`config.mk`:
```
export PLATFORM = sky130hd
export DESIGN_NAME = fda_ctrl
export DESIGN_NICKNAME = d
export VERILOG_FILES = /design/src/rtl/float_to_decimal_ascii_core_macros.svh /design/src/rtl/fda_pkg.sv /design/src/rtl/fda_ctrl.sv
export SDC_FILE = /design/constraint.sdc
export NUM_CORES = 1
export LEC_CHECK = 0
export BUFFER_PORTS_ARGS = -buffer_cell sky130_fd_sc_hd__buf_2
export CORE_AREA = 2 2 39 41
export DETAILED_ROUTE_END_ITERATION = 16
export DIE_AREA = 0 0 41 43
export GPL_TIMING_DRIVEN = 0
export SLEW_MARGIN = 40
export SYNTH_ARGS = -nofsm -noshare
export SYNTH_HDL_FRONTEND = slang
export SYNTH_SLANG_ARGS = --single-unit
```
`constraint.sdc`:
```
create_clock -name clock -period 1.8 [get_ports clock]
set_input_delay 0.36 -clock clock [delete_from_list [all_inputs] [get_ports clock]]
set_output_delay 0.36 -clock clock [all_outputs]
set_load 0.1 [all_outputs]
```
`src/rtl/float_to_decimal_ascii_core_macros.svh`:
```
// Assertion macros shared by the float-to-decimal ASCII core.
// Included by files that carry concurrent assertions; no other dependencies.
`ifndef FLOAT_TO_DECIMAL_ASCII_CORE_MACROS_SVH
`define FLOAT_TO_DECIMAL_ASCII_CORE_MACROS_SVH

`ifndef ASSERT_OFF

// same-cycle implication
`define FDA_ASSERT_IMPL(name, clk, rst, ante, cons) \
   name: assert property (@(posedge clk) disable iff (rst) (ante) |-> (cons)) \
      else $error("fda assertion failed");

// next-cycle implication
`define FDA_ASSERT_NEXT(name, clk, rst, ante, cons) \
   name: assert property (@(posedge clk) disable iff (rst) (ante) |=> (cons)) \
      else $error("fda assertion failed");

`else

`define FDA_ASSERT_IMPL(name, clk, rst, ante, cons)
`define FDA_ASSERT_NEXT(name, clk, rst, ante, cons)

`endif

`endif

```
`src/rtl/fda_pkg.sv`:
```
// Shared types and constants of the float-to-decimal ASCII core.
// No dependencies; used by fda_ctrl, fda_datapath and the top level.
package fda_pkg;

   // ASCII codes
   localparam logic [7:0] ASCII_ZERO  = 8'h30;
   localparam logic [7:0] ASCII_NINE  = 8'h39;
   localparam logic [7:0] ASCII_POINT = 8'h2E;
   localparam logic [7:0] ASCII_MINUS = 8'h2D;

   // Number formats
   localparam int INT_BITS  = 31;   // integer part, saturates at 2^31-1
   localparam int FRAC_BITS = 54;   // exact fixed-point fraction width
   localparam int SIG_BITS  = 24;   // significand with hidden bit
   localparam int INT_DIGITS = 10;  // max decimal digits of the integer part

   localparam logic [INT_BITS-1:0] INT_SATURATE = 31'h7FFF_FFFF;
   // floor(x * RECIP_TEN / 2^35) == floor(x / 10) for any 32-bit x
   localparam logic [31:0] RECIP_TEN = 32'hCCCC_CCCD;
   localparam int RECIP_SHIFT = 35;

   // IEEE-754 single exponent landmarks
   localparam logic [7:0] EXP_SPECIAL  = 8'd255;
   localparam logic [7:0] EXP_INT_ONLY = 8'd150;  // no fraction bits left
   localparam logic [7:0] EXP_OVERFLOW = 8'd158;  // magnitude >= 2^31
   localparam logic [7:0] SUBNORM_RS   = 8'd149;

   typedef enum logic [2:0] {
      ST_IDLE,
      ST_CONV,
      ST_SIGN,
      ST_INT,
      ST_POINT,
      ST_FRAC
   } fda_state_type;

   typedef enum logic [1:0] {
      SEL_SIGN,
      SEL_INT,
      SEL_POINT,
      SEL_FRAC
   } fda_sel_type;

   // controller -> datapath
   typedef struct packed {
      logic        load;
      logic        conv;
      logic        emit;
      fda_sel_type sel;
      logic        last;
   } fda_cmd_type;

   // datapath -> controller
   typedef struct packed {
      logic conv_done;
      logic minus;
      logic int_last;
      logic frac_last;
      logic out_free;
   } fda_status_type;

endpackage

```
`src/rtl/fda_ctrl.sv`:
```
// Sequencer of the float-to-decimal ASCII core: accept, integer digit
// conversion, then character emission. Depends on fda_pkg.
module fda_ctrl (
   input  logic                    clock,
   input  logic                    reset,
   input  logic                    req_valid,
   output logic                    req_stall,
   input  fda_pkg::fda_status_type status,
   output fda_pkg::fda_cmd_type    cmd
);

   fda_pkg::fda_state_type state_ff, state_in;

   // state register
   always_ff @(posedge clock) begin
      if (reset) begin
         state_ff <= fda_pkg::ST_IDLE;
      end else begin
         state_ff <= state_in;
      end
   end

   // next state and commands
   always_comb begin
      state_in  = state_ff;
      cmd.load  = 1'b0;
      cmd.conv  = 1'b0;
      cmd.emit  = 1'b0;
      cmd.sel   = fda_pkg::SEL_SIGN;
      cmd.last  = 1'b0;
      req_stall = (state_ff != fda_pkg::ST_IDLE);
      unique case (state_ff)
         fda_pkg::ST_IDLE: begin
            if (req_valid) begin
               cmd.load = 1'b1;
               state_in = fda_pkg::ST_CONV;
            end
         end
         fda_pkg::ST_CONV: begin
            // one decimal digit per cycle, least significant first
            cmd.conv = 1'b1;
            if (status.conv_done) begin
               state_in = status.minus ? fda_pkg::ST_SIGN : fda_pkg::ST_INT;
            end
         end
         fda_pkg::ST_SIGN: begin
            if (status.out_free) begin
               cmd.emit = 1'b1;
               cmd.sel  = fda_pkg::SEL_SIGN;
               state_in = fda_pkg::ST_INT;
            end
         end
         fda_pkg::ST_INT: begin
            if (status.out_free) begin
               cmd.emit = 1'b1;
               cmd.sel  = fda_pkg::SEL_INT;
               if (status.int_last) begin
                  state_in = fda_pkg::ST_POINT;
               end
            end
         end
         fda_pkg::ST_POINT: begin
            if (status.out_free) begin
               cmd.emit = 1'b1;
               cmd.sel  = fda_pkg::SEL_POINT;
               state_in = fda_pkg::ST_FRAC;
            end
         end
         fda_pkg::ST_FRAC: begin
            if (status.out_free) begin
               cmd.emit = 1'b1;
               cmd.sel  = fda_pkg::SEL_FRAC;
               cmd.last = status.frac_last;
               if (status.frac_last) begin
                  state_in = fda_pkg::ST_IDLE;
               end
            end
         end
         default: begin
            state_in = fda_pkg::ST_IDLE;
         end
      endcase
   end

endmodule

```
* Yosys cells after proc, flatten, opt, wreduce, memory -nomap -nowiden *
Index checks and enable logic that the tools add are counted.

word-level totals
  bits in registers = 3
  bits of input ports = 8
  output and inout port bits = 7

cells by class
  eq/ne operators = 13
  multiplexer cells = 19
  reduce and logical (&&, ||, !) cells = 3

operators with widths
  kind                                           number
  2-to-1 mux 3 bit                               11
  one-hot mux 3 bit (6 select lines)             1
  != test 2 bit, second input constant           8
  one-hot mux 3 bit (4 select lines)             1
  AND reduction 8 bit                            1
  == test 3 x 2 -> 1 bit, second input constant  2
  == test 3 bit, second input constant           2
  2-to-1 mux 1 bit                               5
  2-to-1 mux 4 bit                               1
  == test 3 x 1 -> 1 bit, second input constant  1
  logical NOT 3 bit                              1
  nonzero test 3 bit                             1

* Longest topological paths before layout *
Gate-level depths: netlist of run 1.

  depth after elaboration = 3
  depth in mapped cells = 5
  mapped depth without buffers = 4

* Worst setup path before layout of run 1 *
No wires, ideal clock.

  path kind = reg2out
  start = register state_ff[0]
  end = output port cmd[5] (netlist name)
  arrival time = 2.656 ns
  data required time = 1.440 ns
  slack = -1.216 ns
  stages on the path, launching flop included = 4
  cells stage by stage = dfxtp_1 -> buf_2 -> or3_1 -> nor2_1

RTL lines
  what                    RTL line        source
  start, declared         fda_ctrl.sv:12  fda_pkg::fda_state_type state_ff, state_in;
  start signal, assigned  fda_ctrl.sv:17  state_ff <= fda_pkg::ST_IDLE;
  start signal, assigned  fda_ctrl.sv:19  state_ff <= state_in;
  end, declared           fda_ctrl.sv:9   output fda_pkg::fda_cmd_type cmd

* Worst setup path after layout of run 1 *
  start = register state_ff[1]
  end = output port req_stall

between the ends
  cells in the longest elaborated chain, start to end = 1

RTL lines
  what                RTL line        source
  nonzero test 3 bit  fda_ctrl.sv:31  req_stall = (state_ff != fda_pkg::ST_IDLE);
  end, declared       fda_ctrl.sv:7   output logic req_stall,

Every way passes these cells.

==> out/qor.txt, run 1 <==
Top Usage Layer GRT = met2
Placed insts = 71
First-pass GRT wire length = 1.15 mm
Unique masters post-synth = 30
Drt pass-1 iters = 2
Largest net degree at the start of global routing = 11
PortBufs = 14
Synth warn = 0
Residual DRC = 0
Clk root buf = clkbuf_4
Top Registers = state_ff (3)
Number of global-route vias before repair = 299
Post-synthesis register bit count = 3
Post-synth EDFFs = 0
Die Ht = 43 um
Fin crit share = 96.8%
Worst Path Class, Setup = flop to output port
Std-Cell Rows = 14
Clk buf depth = 2
Final instance area = 510 um2
Reg2Reg Setup Slack = 400 ps
# Max-Cap Violations = 0
Largest register FFs = 3
Vias per cell = 4.70
GRT overflow = 0
Share of the synthesized area in the top cell type = 18.0%
Worst hold start = reset
Max Freq = 574 MHz
Reg clk slew, reported paths = 40 ps
GRT Total Usage = 10.0%
Later-pin clock latency in the skew report = 230 ps
Post-synthesis sequential area ratio = 18.0%
Final setup violating endpoints = 0
Slew Viols, Final = 0
Reg2reg start = state_ff[1]$_SDFFE_PP0P_
# fillers = 145
Critical R2R Capture = state_ff[1]$_SDFFE_PP0P_
Min-Delay Path Class = input pin to flop
Cells after Synth = 41
CTS sink cnt = 3
Starting Density = 24.1%
Hold Path Stages = 2
Final Worst Setup Slack = 57.9 ps
Num ports = 15
Nets = 67
GR Util met3 = 4.71%
Top post-synthesis cells by area = dfxtp_1 18%, a21oi_1 6.0%, a221oi_2 4.5%
CTS tree = built
Grt met2 use = 13.8%
Slew HR = 68.0%
WL/cell = 9.86 um
Mapped Avg Cell Area = 8.12 um2
Slowest Stage Delay on Critical Path = 380 ps
DR iter-0 viols = 2
Commonest cells post-synth = 4 x a21oi_1, 4 x nor2_1, 3 x dfxtp_1, 3 x inv_1, 2 x nand2b_1
Initial antenna violation count = 0
Status = finished clean
Top delay family on crit path = buffers and inverters
Main flop type after synthesis = dfxtp_1
Die Wd = 41 um
Worst slack, placed = -71.7 ps
Largest Register = state_ff
WP buf/inv = 2
Vias = 348
Setup crit end kind = output port
Worst setup SP type = flop
Async SR Flop Fraction = 0%
Post-route insts no fill = 74
Final Critical Period = 1740 ps
Post-DP Area = 435 um2
Post-Route WL = 730 um
Hold WS = 330 ps
Die ar. = 1760 um2
GR Util met1 = 11.2%
CP max FO = 10
Area grow syn2layout = 53.4%
Worst EP required = 1440 ps
Core area = 1380 um2
Critical path's slowest cell = or3_4
ANT nets after route = 0
Slew @ Worst Pin = 484 ps
Cts hold-fix bufs = 0
# diodes = 0
Final Skew = 0.312 ps
Hold Vio Cnt, Final = 0
Syn nets = 49
Placer Congestion = 0.751
Htree depth = 1
Hold path endpoint = state_ff[2]$_SDFFE_PP0P_
Worst-path cell chain = buf_6 > or3_4 > clkbuf_4
Cell Area, Synth = 333 um2
TritonCTS Buffers = 3
Layout cells sized above 1 = 56.9%
Arrival time worst endpoint = 1380 ps
Worst Reg-to-Reg Cells = 5
Area leader, netlist = dfxtp_1
-- worst reg2reg max path: stages, from the launching register on --
cell and delay [ps]:
dfxtp_1 350, buf_6 170, nor4_2 60, a31oi_2 220
o211ai_2 160, mux2_4 320
-- layer usage --
layer  wire, um  share of wire [%]
met5          0                  0
met4         10                1.4
met3         43                5.9
met2        374                 51
met1        301                 41
-- cells in the final DEF (no fill, tap or decap), drive strengths merged --
cell / Yosys / routed
nor4: 1 / 1
mux2: 1 / 1
nor2b: 1 / 1
dfxtp: 3 / 3
or3: 1 / 1
nand2: 1 / 1
a221oi: 1 / 1
and2: 1 / 1
a211oi: 1 / 1
o21bai: 1 / 1
o21ai: 1 / 1
clkbuf: 0 / 5
and2b: 1 / 1
nand3: 1 / 1
mux2i: 1 / 1
and3: 1 / 1
nand2b: 2 / 2
o21a: 1 / 1
buf: 3 / 15
a31oi: 1 / 1
xor2: 1 / 1
o211ai: 1 / 1
inv: 3 / 3
a21oi: 4 / 4
nor3: 1 / 1
xnor2: 1 / 1
nor2: 5 / 5
nor3b: 1 / 1
-- area by class of cell --
| class | instances | area [um2] | area share, % |
|---|---|---|---|
| multi-input cells | 32 | 254 | 49.8 |
| repair buffers | 14 | 114 | 22.3 |
| flip-flops and latches | 3 | 62.6 | 12.3 |
| clock buffers | 4 | 26.3 | 5.15 |
| plain buffers | 2 | 22.5 | 4.41 |
| well taps | 16 | 20.0 | 3.92 |
| inverters | 3 | 11.3 | 2.21 |
-- cell families after synthesis --
kind of cell / after synthesis / synth area share, %
and+or+nand+nor: 17 / 32.3
AOI/OAI and AO/OA: 11 / 26.3
xor gates and xnor gates: 2 / 5.26
muxes: 2 / 7.52
DFF: 3 / 18.0
buffers and inverters: 6 / 10.5
-- metrics by stage --
step	util, %	TNS [ps]
after floorplan	-	-1230
after global placement	31.5	-66.6
after detailed placement	31.5	-71.7
after CTS	36.0	0
after global routing	36.9	-6.10
final	36.9	0
-- timing repair --
item	in CTS	in global routing
pin swaps	0	1
hold endpoints to repair	0	0
buffers inserted	0	0
gates resized for setup	11	6
endpoints found under the setup margin	6	5
-- worst max-delay path by stage --
stage,end,slack (ps),cells after the start,startpoint
finish,req_stall,60,3,state_ff[1]$_SDFFE_PP0P_
global route,cmd[3],-4,4,state_ff[1]$_SDFFE_PP0P_
CTS,cmd[5],3,4,state_ff[0]$_SDFFE_PP0P_
detailed placement,cmd[5],-70,4,state_ff[1]$_SDFFE_PP0P_
global placement,cmd[5],-70,4,state_ff[1]$_SDFFE_PP0P_
floorplan,cmd[0],-440,3,state_ff[0]$_SDFFE_PP0P_
Power of run 1 is not shown: default switching activity piles up to over one toggle a cycle in this logic, so the estimate is an artifact.
==> inputs of run 2 (changes only) <==
Clock period 1.8 ns to 2.01 ns, I/O delays scaled along.
==> run 2 against run 1 <==
Effect of this change: cell count increased by 1.4%; setup slack improved by 19 ps; global-route usage down 1.2 points; worst hold slack gained 48 ps; final area decreased by 5.6%; register-to-register slack improved by 190 ps; sequential share of layout area rose by 0.21 points; count of clock-buffer cells in the layout unchanged; first-iteration DRC count up 50%; clock skew increased by 5.1 ps; largest cell class unchanged; highest routed layer unchanged.
==> out/qor.txt, run 2 (synthesis results as in run 1) <==
Clk buf depth = 2 (unchanged)
Clk root buf = clkbuf_4
Slew HR = 68.0% (about the same)
Die ar. = 1760 um2 (unchanged)
Worst hold start = reset
Setup TNS = 0 ps (unchanged)
PortBufs = 14 (unchanged)
Num ports = 15 (unchanged)
Starting Density = 24.1% (unchanged)
Drt pass-1 iters = 2 (unchanged)
Worst EP required = 1610 ps (+170 ps)
Layout cells sized above 1 = 52.5% (-4.4 points)
Residual DRC = 0 (unchanged)
Initial antenna violation count = 0 (unchanged)
Commonest non-fill, non-tap cell in the layout = buf_2
DR iter-0 viols = 3 (+1)
Nets = 68 (+1.5%)
Std-Cell Rows = 14 (unchanged)
TritonCTS Buffers = 3 (unchanged)
Worst Path Class, Setup = flop to output port
Critical R2R Capture = state_ff[1]$_SDFFE_PP0P_
Reg2Reg Setup Slack = 590 ps (+190 ps)
Reg2reg start = state_ff[2]$_SDFFE_PP0P_
Final Skew = 5.45 ps (+5.13 ps)
Htree depth = 1 (unchanged)
Area grow syn2layout = 44.7%
Min-Delay Path Class = input pin to flop
# Max-Cap Violations = 0 (unchanged)
Setup crit end kind = output port
ANT nets after route = 0 (unchanged)
Largest register FFs = 3 (unchanged)
Placer Congestion = 0.784 (+4.4%)
GRT overflow = 0 (unchanged)
Hpwl dp = 561 um
Hold Path Stages = 2 (unchanged)
Die Wd = 41 um (unchanged)
Slew Viols, Final = 0 (unchanged)
Worst Reg-to-Reg Cells = 5 (unchanged)
Status = finished clean
CP max FO = 10 (unchanged)
# diodes = 0 (unchanged)
Largest Register = state_ff
First-pass GRT wire length = 1.04 mm (-9.1%)
Reg clk slew, reported paths = 40 ps (about the same)
Max Freq = 517 MHz
Final setup violating endpoints = 0 (unchanged)
Arrival time worst endpoint = 1530 ps (+150 ps)
Final Critical Period = 1930 ps
WL/cell = 9.71 um (-1.6%)
Hold Vio Cnt, Final = 0 (unchanged)
Largest net degree at the start of global routing = 11 (unchanged)
Top Registers = state_ff (3)
CTS tree = built
Slew @ Worst Pin = 483 ps (-0.376 ps)
Post-Route WL = 728 um (-0.27%)
Vias per cell = 4.43 (-5.9%)
Vias = 332 (-4.6%)
Number of global-route vias before repair = 273 (-8.7%)
Core area = 1380 um2 (unchanged)
Die Ht = 43 um (unchanged)
Later-pin clock latency in the skew report = 240 ps (about the same)
Fin crit share = 96.2%
Commonest non-fill, non-tap cells in the layout = 13 x buf_2, 4 x a21oi_1, 4 x clkbuf_4
GRT Total Usage = 8.83% (-1.2 points)
Worst setup SP type = flop
Hold path endpoint = state_ff[2]$_SDFFE_PP0P_
CTS sink cnt = 3 (unchanged)
run 2: cell count changes in the layout (fill, tap and decap cells not counted):
cell     delta
buf_2       +5
buf_6       -2
dfxtp_1     +2
dfxtp_2     -2
and3_1      +1
and3_2      -1
buf_12      -1
buf_4       -1
run 2: worst max-delay path: stages, from the launching register on:
cell     delay, ps
dfxtp_1        380
buf_6          160
xor2_1         190
and2_1         150
buf_2          420
run 2: metal layers:
metal	track usage (%)	wire length, um	up-vias	part of all wire [%]
met5	0	0	-	0
met3	0	29	2	4.0
li1	-	-	180	-
met4	8.00	24	0	3.3
met1	11.2	323	139	44
met2	12.8	351	11	48
run 2: worst max-delay path by stage:
stage | startpoint | slack, ps | to | cells past startpoint
final | state_ff[2]$_SDFFE_PP0P_ | 80 | cmd[3] | 4
after global routing | state_ff[1]$_SDFFE_PP0P_ | -10 | cmd[3] | 4
after CTS | state_ff[1]$_SDFFE_PP0P_ | 30 | cmd[5] | 4
after global placement | state_ff[1]$_SDFFE_PP0P_ | 100 | cmd[5] | 4
after floorplan | state_ff[0]$_SDFFE_PP0P_ | -270 | cmd[0] | 3
after detailed placement | state_ff[1]$_SDFFE_PP0P_ | 100 | cmd[5] | 4
run 2: timing repair:
action | 4_1_cts | 5_1_grt
gates cloned | 0 | 0
buffers inserted | 0 | 0
endpoints found under the hold margin | 0 | 0
endpoints found under the setup margin | 1 | 2
pin swaps | 0 | 0
gates resized for setup | 2 | 4
hold buffers | 0 | 0
run 2: area by class of cell:
cell class                 count  area, um2
buffer                         3       23.8
multi-input combinational     32        253
sequential                     3       60.1
fill                         150        902
clock buffer                   4       26.3
timing repair buffer          14       87.6
inverter                       3       11.3
tap                           16       20.0
run 2: per-stage QoR:
| stage | utilization, % | instances | area (um2) | hold WS, ps | setup WS (ps) |
|---|---|---|---|---|---|
| floorplan | - | 41 | 344 | 468 | -270 |
| CTS | 33.7 | 75 | 467 | 369 | 26.3 |
| global route | 34.8 | 75 | 482 | 378 | -13.6 |
| global placement | 31.4 | 71 | 434 | 619 | 102 |
| detailed placement | 31.4 | 71 | 434 | 621 | 96.5 |
| finish | 34.8 | 75 | 482 | 377 | 77.1 |
Power of run 2 is left out for the same reason.
==> inputs of run 3 (changes only) <==
Settings changed: GPL_TIMING_DRIVEN 0 to default.
==> run 3 against run 2 <==
Effect of this change: flip-flop and latch count unchanged; via count is 1.2% higher; non-clock buffer count shrank 2; worst hold slack gained 1.4 ps; final area is 2.1% higher; global-route usage is 0.20 points lower; critical path depth shrank 1; clock skew decreased by 3.4 ps; count of clock-buffer cells in the layout stayed put; setup slack better by 20 ps.
==> out/qor.txt, run 3 (synthesis results as in run 1) <==
Critical path's slowest cell = or3_2
Reg2reg start = state_ff[2]$_SDFFE_PP0P_
DR iter-0 viols = 3 (unchanged)
Largest register FFs = 3 (unchanged)
WL/cell = 9.11 um (-6.2%)
Slowest Stage Delay on Critical Path = 560 ps (+140 ps)
Cts hold-fix bufs = 0 (unchanged)
Area grow syn2layout = 47.7%
Fin crit share = 95.1% (-1.0 points)
Htree depth = 1 (unchanged)
Std-Cell Rows = 14 (unchanged)
Die Ht = 43 um (unchanged)
Vias = 336 (+1.2%)
Initial antenna violation count = 0 (unchanged)
RSZ-0062 raised after global routing = no
Final Worst Setup Slack = 97.6 ps (+20.5 ps)
Post-Route WL = 665 um (-8.7%)
Die ar. = 1760 um2 (unchanged)
Critical R2R Capture = state_ff[1]$_SDFFE_PP0P_
TritonCTS Buffers = 3 (unchanged)
Setup crit end kind = output port
Core area = 1380 um2 (unchanged)
GRT Total Usage = 8.63% (-0.20 points)
Worst Path Class, Setup = flop to output port
Slew Viols, Final = 0 (unchanged)
Commonest non-fill, non-tap cells in the layout = 10 x buf_2, 4 x a21oi_1, 4 x clkbuf_4
Min-Delay Path Class = input pin to flop
ANT nets after route = 0 (unchanged)
Number of global-route vias before repair = 272 (-0.37%)
Reg2Reg Setup Slack = 400 ps (-190 ps)
Final Critical Period = 1910 ps (-20.5 ps)
Slew HR = 67.9% (-0.13 points)
Starting Density = 24.1% (unchanged)
Later-pin clock latency in the skew report = 230 ps (about the same)
CTS tree = built
CP max FO = 10 (unchanged)
Final setup violating endpoints = 0 (unchanged)
Drt pass-1 iters = 4 (+2)
Slew @ Worst Pin = 485 ps (+2.00 ps)
Largest Register = state_ff
Worst Reg-to-Reg Cells = 4 (-1)
WP buf/inv = 1 (-1)
GRT overflow = 0 (unchanged)
Post-DP Area = 463 um2 (+6.6%)
Arrival time worst endpoint = 1510 ps (-20 ps)
Nets = 66 (-2.9%)
Clk root buf = clkbuf_4
Worst slack, placed = 334 ps (+238 ps)
Hold Vio Cnt, Final = 0 (unchanged)
Largest net degree at the start of global routing = 14 (+3)
Clk buf depth = 2 (unchanged)
Status = finished clean
Die Wd = 41 um (unchanged)
First-pass GRT wire length = 1.04 mm (unchanged)
Final instance area = 492 um2 (+2.1%)
Residual DRC = 0 (unchanged)
Vias per cell = 4.60 (+4.0%)
Reg clk slew, reported paths = 30 ps (about the same)
Top delay family on crit path = simple AND/OR/NAND/NOR gates
PortBufs = 14 (unchanged)
Worst-path cell chain = or3_2 > nor2_4 > buf_12
Max Freq = 523 MHz (+1.1%)
CTS sink cnt = 3 (unchanged)
Top Registers = state_ff (3)
# Max-Cap Violations = 0 (unchanged)
Levels on crit path = 3 (-1)
Worst Setup SP = state_ff[0]$_SDFFE_PP0P_
Placed insts = 69 (-2.8%)
# diodes = 0 (unchanged)
Crit path capture = cmd[5]
Worst EP required = 1610 ps (about the same)
Num ports = 15 (unchanged)
Post-route insts no fill = 73 (-2.7%)
Layout cells sized above 1 = 50.9% (-1.7 points)
Worst setup SP type = flop
Placer Congestion = 0.850 (+8.5%)
Final Skew = 2.09 ps (-3.36 ps)
Commonest non-fill, non-tap cell in the layout = buf_2
## run 3: per-layer routing
metal | global-route usage (%) | share of wire, % | vias up
li1 | - | - | 174
met1 | 10.9 | 42 | 149
met4 | 6.00 | 2.6 | 0
met5 | 0 | 0 | -
met2 | 12.2 | 48 | 11
met3 | 2.09 | 7.4 | 2
## run 3: how the worst min path moves through the flow
stage	startpoint	to	slack (ps)	cells after the start
floorplan	reset	state_ff[2]$_SDFFE_PP0P_	470	1
finish	reset	state_ff[2]$_SDFFE_PP0P_	380	2
global placement	reset	state_ff[2]$_SDFFE_PP0P_	620	2
global route	reset	state_ff[2]$_SDFFE_PP0P_	370	2
CTS	reset	state_ff[2]$_SDFFE_PP0P_	370	2
detailed placement	reset	state_ff[2]$_SDFFE_PP0P_	620	2
## run 3: metrics by stage
stage	hold slack [ps]	util, %	TNS (ps)
floorplan	468	-	-724
global placement	616	33.5	0
detailed placement	617	33.5	0
CTS	374	35.4	0
global route	369	35.5	0
finish	379	35.5	0
## run 3: what timing repair did
action,CTS,global route
gates resized for setup,0,1
setup buffers,0,0
setup endpoints to repair,0,1
## run 3: cell type report
type,count,area (um2)
fillers,153,892
inverters,3,11.3
clock buffers,4,26.3
flip-flops and latches,3,60.1
multi-input cells,32,249
repair buffers,15,125
well taps,16,20.0
Power of run 3 is left out for the same reason.
